File: src/hw/rtl/gbn_pkg.sv
// ----------------------------------------------------------------------------
// gbn_pkg
// Shared types and constants of the greedy box suppression block.
// ----------------------------------------------------------------------------
`default_nettype none

package gbn_pkg;

  localparam int COORD_W = 16;
  localparam int SCORE_W = 16;
  localparam int GEOM_W  = 4 * COORD_W;
  localparam int INDEX_W = 6;

  localparam logic [15:0] SCORE_THR_RESET = 16'd32768;
  localparam logic [15:0] IOU_THR_RESET   = 16'd6554;

  localparam logic CFG_SCORE_THR = 1'b0;
  localparam logic CFG_IOU_THR   = 1'b1;

  typedef enum logic [3:0] {
    ST_IDLE,
    ST_FIND,
    ST_DECIDE,
    ST_KLATCH,
    ST_SUP_NEXT,
    ST_SUP_OV,
    ST_SUP_MUL,
    ST_SUP_UNI,
    ST_SUP_CMP,
    ST_FINISH
  } gbn_state_t;

  typedef struct packed {
    logic load;
    logic find_start;
    logic find_run;
    logic take_best;
    logic kept_sel;
    logic latch_kept;
    logic sup_skip;
    logic sup_ov;
    logic sup_mul;
    logic sup_uni;
    logic sup_cmp;
    logic finish;
  } gbn_cmd_t;

  typedef struct packed {
    logic find_done;
    logic best_valid;
    logic best_below;
    logic sup_done;
    logic sup_pending;
  } gbn_status_t;

endpackage

`default_nettype wire

File: src/hw/rtl/gbn_ctrl.sv
// ----------------------------------------------------------------------------
// gbn_ctrl
// Sequencer: load, best-box search, keep decision and suppression sweep.
// ----------------------------------------------------------------------------
`default_nettype none

module gbn_ctrl import gbn_pkg::*; (
  input  wire logic        clk,
  input  wire logic        rst,
  input  wire logic        start,
  input  wire logic        last_box,
  input  wire gbn_status_t status,
  output gbn_cmd_t         cmd,
  output logic             busy
);

  gbn_state_t state, state_next;

  always_ff @(posedge clk) begin
    if (rst) begin
      state <= ST_IDLE;
    end else begin
      state <= state_next;
    end
  end

  always_comb begin
    state_next = state;
    case (state)
      ST_IDLE: begin
        if (start && last_box) state_next = ST_FIND;
      end
      ST_FIND: begin
        if (status.find_done) state_next = ST_DECIDE;
      end
      ST_DECIDE: begin
        if (!status.best_valid || status.best_below) state_next = ST_FINISH;
        else state_next = ST_KLATCH;
      end
      ST_KLATCH:   state_next = ST_SUP_NEXT;
      ST_SUP_NEXT: begin
        if (status.sup_done) state_next = ST_FIND;
        else if (status.sup_pending) state_next = ST_SUP_OV;
      end
      ST_SUP_OV:   state_next = ST_SUP_MUL;
      ST_SUP_MUL:  state_next = ST_SUP_UNI;
      ST_SUP_UNI:  state_next = ST_SUP_CMP;
      ST_SUP_CMP:  state_next = ST_SUP_NEXT;
      ST_FINISH:   state_next = ST_IDLE;
      default:     state_next = ST_IDLE;
    endcase
  end

  always_comb begin
    cmd  = '0;
    busy = 1'b1;
    case (state)
      ST_IDLE: begin
        busy           = 1'b0;
        cmd.load       = start;
        cmd.find_start = start && last_box;
      end
      ST_FIND:   cmd.find_run = 1'b1;
      ST_DECIDE: begin
        cmd.kept_sel  = 1'b1;
        cmd.take_best = status.best_valid && !status.best_below;
      end
      ST_KLATCH: cmd.latch_kept = 1'b1;
      ST_SUP_NEXT: begin
        cmd.find_start = status.sup_done;
        cmd.sup_skip   = !status.sup_done && !status.sup_pending;
      end
      ST_SUP_OV:  cmd.sup_ov  = 1'b1;
      ST_SUP_MUL: cmd.sup_mul = 1'b1;
      ST_SUP_UNI: cmd.sup_uni = 1'b1;
      ST_SUP_CMP: cmd.sup_cmp = 1'b1;
      ST_FINISH:  cmd.finish  = 1'b1;
      default:    cmd = '0;
    endcase
  end

endmodule

`default_nettype wire

File: config.mk
export PLATFORM = sky130hd
export DESIGN_NAME = gbn_ctrl
export DESIGN_NICKNAME = d
export VERILOG_FILES = /design/src/hw/rtl/gbn_pkg.sv /design/src/hw/rtl/gbn_ctrl.sv
export SDC_FILE = /design/constraint.sdc
export NUM_CORES = 1
export LEC_CHECK = 0
export ABC_AREA = 1
export BUFFER_PORTS_ARGS = -buffer_cell sky130_fd_sc_hd__buf_2
export CELL_PAD_IN_SITES_DETAIL_PLACEMENT = 0
export CELL_PAD_IN_SITES_GLOBAL_PLACEMENT = 1
export CORE_MARGIN = 5
export CORE_UTILIZATION = 26
export DETAILED_ROUTE_END_ITERATION = 8
export PLACE_DENSITY_LB_ADDON = 0.2
export SLEW_MARGIN = 40
export SYNTH_ARGS = -nofsm -noshare
export SYNTH_HDL_FRONTEND = slang
export SYNTH_SLANG_ARGS = --single-unit
export TNS_END_PERCENT = 100
File: constraint.sdc
create_clock -name clk -period 1.5 [get_ports clk]
set_input_delay 0.15 -clock clk [delete_from_list [all_inputs] [get_ports clk]]
set_output_delay 0.15 -clock clk [all_outputs]
set_load 0.01 [all_outputs]
### Word level (Yosys, flattened, before mapping)

Index checks and enable logic that the tools add are counted.

| word-level totals | value |
|---|---|
| register bits after elaboration | 4 |
| output and inout bits | 13 |

| operators by class | value |
|---|---|
| equality and inequality tests | 12 |
| multiplexer cells | 18 |
| reduce and logical (&&, ||, !) cells | 11 |

Operators by type and width:

| cell | count |
|---|---|
| 4-bit one-hot mux with 8 select lines | 1 |
| 4-bit two-way mux | 5 |
| 4-bit by 3-bit == test with 1-bit output, second input constant | 4 |
| 1-bit two-way mux | 10 |
| 4-bit by 2-bit == test with 1-bit output, second input constant | 2 |
| 4-bit == test, second input constant | 2 |
| 4-bit by 1-bit == test with 1-bit output, second input constant | 1 |
| 1-bit zero test | 4 |
| 4-bit zero test | 1 |
| 2-bit inequality test, second input constant | 2 |
| 1-bit logical AND | 3 |
| 3-bit inequality test, second input constant | 1 |
| 3-bit AND reduction | 1 |
| 2-bit two-way mux | 1 |
| 1-bit one-hot mux with 2 select lines | 1 |
| 2-bit OR reduction | 1 |
| 1-bit logical OR | 1 |

### Longest topological paths before layout

| depth | value |
|---|---|
| depth in word-level cells | 4 |
| mapped depth | 7 |

### Worst setup path after synthesis

Ideal clock, no wire load.

| timing path | value |
|---|---|
| kind | register to output |
| from | reg state[1] |
| to | out cmd[10] in the netlist's numbering |
| data arrival time | 1.012 ns |
| required time | 1.350 ns |
| slack | 0.338 ns |
| cell stages (with the launch flop) | 4 |
| path buffers | 0 |
| cells stage by stage | dfxtp_1 nor2_2 nand2_1 o21ai_0 |

RTL lines:

| item | line | source |
|---|---|---|
| from (decl) | gbn_ctrl.sv:17 | `gbn_state_t state, state_next;` |
| from (signal assigned) | gbn_ctrl.sv:23 | `state <= state_next;` |
| to (decl) | gbn_ctrl.sv:13 | `output gbn_cmd_t cmd,` |

==> results by group <==
Outcome
  • Status: finished, final reports clean

STA
  • Setup Viol. Count Final: 0
  • Slew HR: 0.8257
  • RSZ-0062 raised after global routing: yes
  • Final Hold Viols: 0
  • Final period utilization: 0.8943
  • Clk_skew: 8.094 ps
  • Fmax: 0.7454 GHz
  • Setup TNS: 0 ps
  • Slew Limit Fails: 0
  • Worst-Margin Slew: 261.0 ps
  • Hold slack: 114.0 ps
  • Fin crit period: 1342 ps

Floorplanning
  • Core ar.: 0.001301 mm2
  • FP Rows: 13
  • Initial Utilization: 0.2740
  • I/O pins: 22
  • Die area: 0.002212 mm2
  • Die span in y: 47.04 um
  • Die width: 47.04 um

Drt
  • WL final: 926 um
  • Vias per cell: 4.196
  • DRC errors left: 0
  • WL met2: 409 um
  • Metal-1 WL: 430 um
  • Iter 0 DRT Violations: 4
  • Max layer used: met3
  • WL met3: 87 um
  • Via Count: 428
  • Number of routed nets with antenna violations: 0
  • DRT Pass-1 Iters: 2
  • Wire length per cell: 9.078 um

Yosys
  • Post-Synthesis Cell Area: 356.6 um2
  • Yosys reg bits: 4
  • Mapped Cells: 63
  • Avg Inst Size Synth: 5.660 um2
  • Yosys top cell area share: 0.2246
  • Synth area leaders: dfxtp_1, inv_1, nor2_1
  • Largest area contributor in the netlist: dfxtp_1
  • Register area share after synthesis: 0.2246
  • Post-synth cell types: 14
  • Ys Warns: 0
  • Post-Syn Nets: 72

Finish
  • Fin cells: 102
  • Biggest register: state
  • Fin nets: 98
  • Layout area overhead: 42.81%
  • Fillcell total: 163
  • Design area: 509.2 um2
  • Top flop regs: state (4)
  • Proportion of layout cells with a drive suffix above 1: 0.4368
  • Antenna Cells: 0
  • Max reg flops: 4

GRT
  • Vias in the first global route: 400
  • Largest net degree at the start of global routing: 7
  • Grt ovf: 0
  • Initial antenna violation count: 0
  • Gr usage total: 0.09760
  • First-pass GRT wire length: 1.511 mm

Clock tree
  • Clk root buf: clkbuf_4
  • Max Buffers Root-to-Sink: 2
  • Clock-pin slew on the worst setup and hold paths: 40 ps
  • Clk_lat worst skew: 240 ps
  • H-tree Lvls: 1
  • CTS tree: built
  • Total CTS buffers: 3
  • Hold buffer count at cts: 0
  • Sink Count: 4

Power and ir drop
  • Peak supply drop: 0.7842 mV
  • Cell Pwr Density: 1274 mW/mm2
  • Final Power: 0.6485 mW
  • LEAKAGE: 0.3348 nW

Placement
  • Routability cong.: 0.7297
  • Cells after DPL: 99
  • Port bufs: 21
  • Dpl cell area: 480.5 um2
  • Post-DP HPWL: 811.4 um

Setup path
  • Setup crit start kind: register
  • Critical path class: reg2out
  • Critical Path RT: 1350 ps
  • Arr. time, crit path: 1190 ps
  • Setup crit end kind: output port
  • Crit Path Max Fanout: 6

Job
  • Max Cap Viol: 0

Worst hold path
  • Hold WC Path Type: in2reg
[routing by layer]
| metal | vias up | GRT usage |
|---|---|---|
| met4 | 0 | 0.01657 |
| met3 | 0 | 0.04981 |
| li1 | 237 | - |
| met2 | 14 | 0.1545 |
| met5 | - | 0 |
| met1 | 177 | 0.1205 |
[where the power goes]
group	leakage, nW	switching [mW]	internal (mW)
sequential	0.0331	0.0430	0.129
clock	0.0138	0.0506	0.0899
combinational	0.288	0.204	0.132
total	0.335	0.297	0.351
[cells in the final DEF (no fill, tap or decap)]
cell / count
nor2_1: 12
nand2_2: 2
nor2_2: 2
dfxtp_2: 1
nand3_1: 7
nand3_2: 2
nand2_1: 10
buf_2: 21
inv_2: 4
nor3_1: 1
nor2_4: 3
inv_1: 12
dfxtp_1: 3
o21ai_0: 2
a21oi_1: 1
clkbuf_4: 3
o21ai_1: 1
[logic make-up (layout without fill, tap and decap cells)]
family / Yosys count / in the layout / share of synthesized area
AOI/OAI and AO/OA: 4 / 4 / 0.05611
buffers and inverters: 16 / 40 / 0.1684
DFF: 4 / 4 / 0.2246
and+or+nand+nor: 39 / 39 / 0.5509
[repair_timing]
| item | 4_1_cts | 5_1_grt |
|---|---|---|
| endpoints found under the setup margin | 0 | 3 |
| buffers inserted | 0 | 0 |
| gates resized for setup | 0 | 2 |
[path summary, 6_finish.rpt]
| check | slack (ps) | cells past startpoint | end | from |
|---|---|---|---|---|
| min reg2reg | 620 | 2 | state[3] | state[1] |
| max | 160 | 4 | cmd[10] | state[1] |
| max reg2reg | 340 | 7 | state[2] | state[0] |
| min | 110 | 2 | state[2] | rst |
[critical path: stages (launching register included)]
cell and delay [ps]:
dfxtp_1 370, nor2_4 200, nand2_1 100, o21ai_0 140, buf_2 150
[cell usage after synthesis]
| cell | instances |
|---|---|
| inv_1 | 12 |
| nor2_1 | 12 |
| nand2_1 | 10 |
| nand3_1 | 7 |
| dfxtp_1 | 4 |
| inv_2 | 4 |
| nor2_2 | 3 |
| nand2_2 | 2 |
| nand3_2 | 2 |
| nor2_4 | 2 |
| o21ai_0 | 2 |
| a21oi_1 | 1 |
| nor3_1 | 1 |
| o21ai_1 | 1 |
[per-stage QoR]
| stage | setup slack (ps) | utilization |
|---|---|---|
| after CTS | 53.69 | 0.3865 |
| after floorplan | 338.0 | - |
| final | 158.5 | 0.3913 |
| after global placement | 293.8 | 0.3692 |
| after global routing | -1.461 | 0.3913 |
| after detailed placement | 306.3 | 0.3692 |
[layout make-up]
| class | count | area, um2 | share of cell area |
|---|---|---|---|
| Multi-Input combinational cell | 43 | 221.5 | 0.4349 |
| Timing Repair Buffer | 21 | 105.1 | 0.2064 |
| Sequential cell | 4 | 81.33 | 0.1597 |
| Inverter | 16 | 60.06 | 0.1179 |
| Clock buffer | 3 | 22.52 | 0.04423 |
| Tap cell | 15 | 18.77 | 0.03686 |
(Power assumes the default switching activity.)
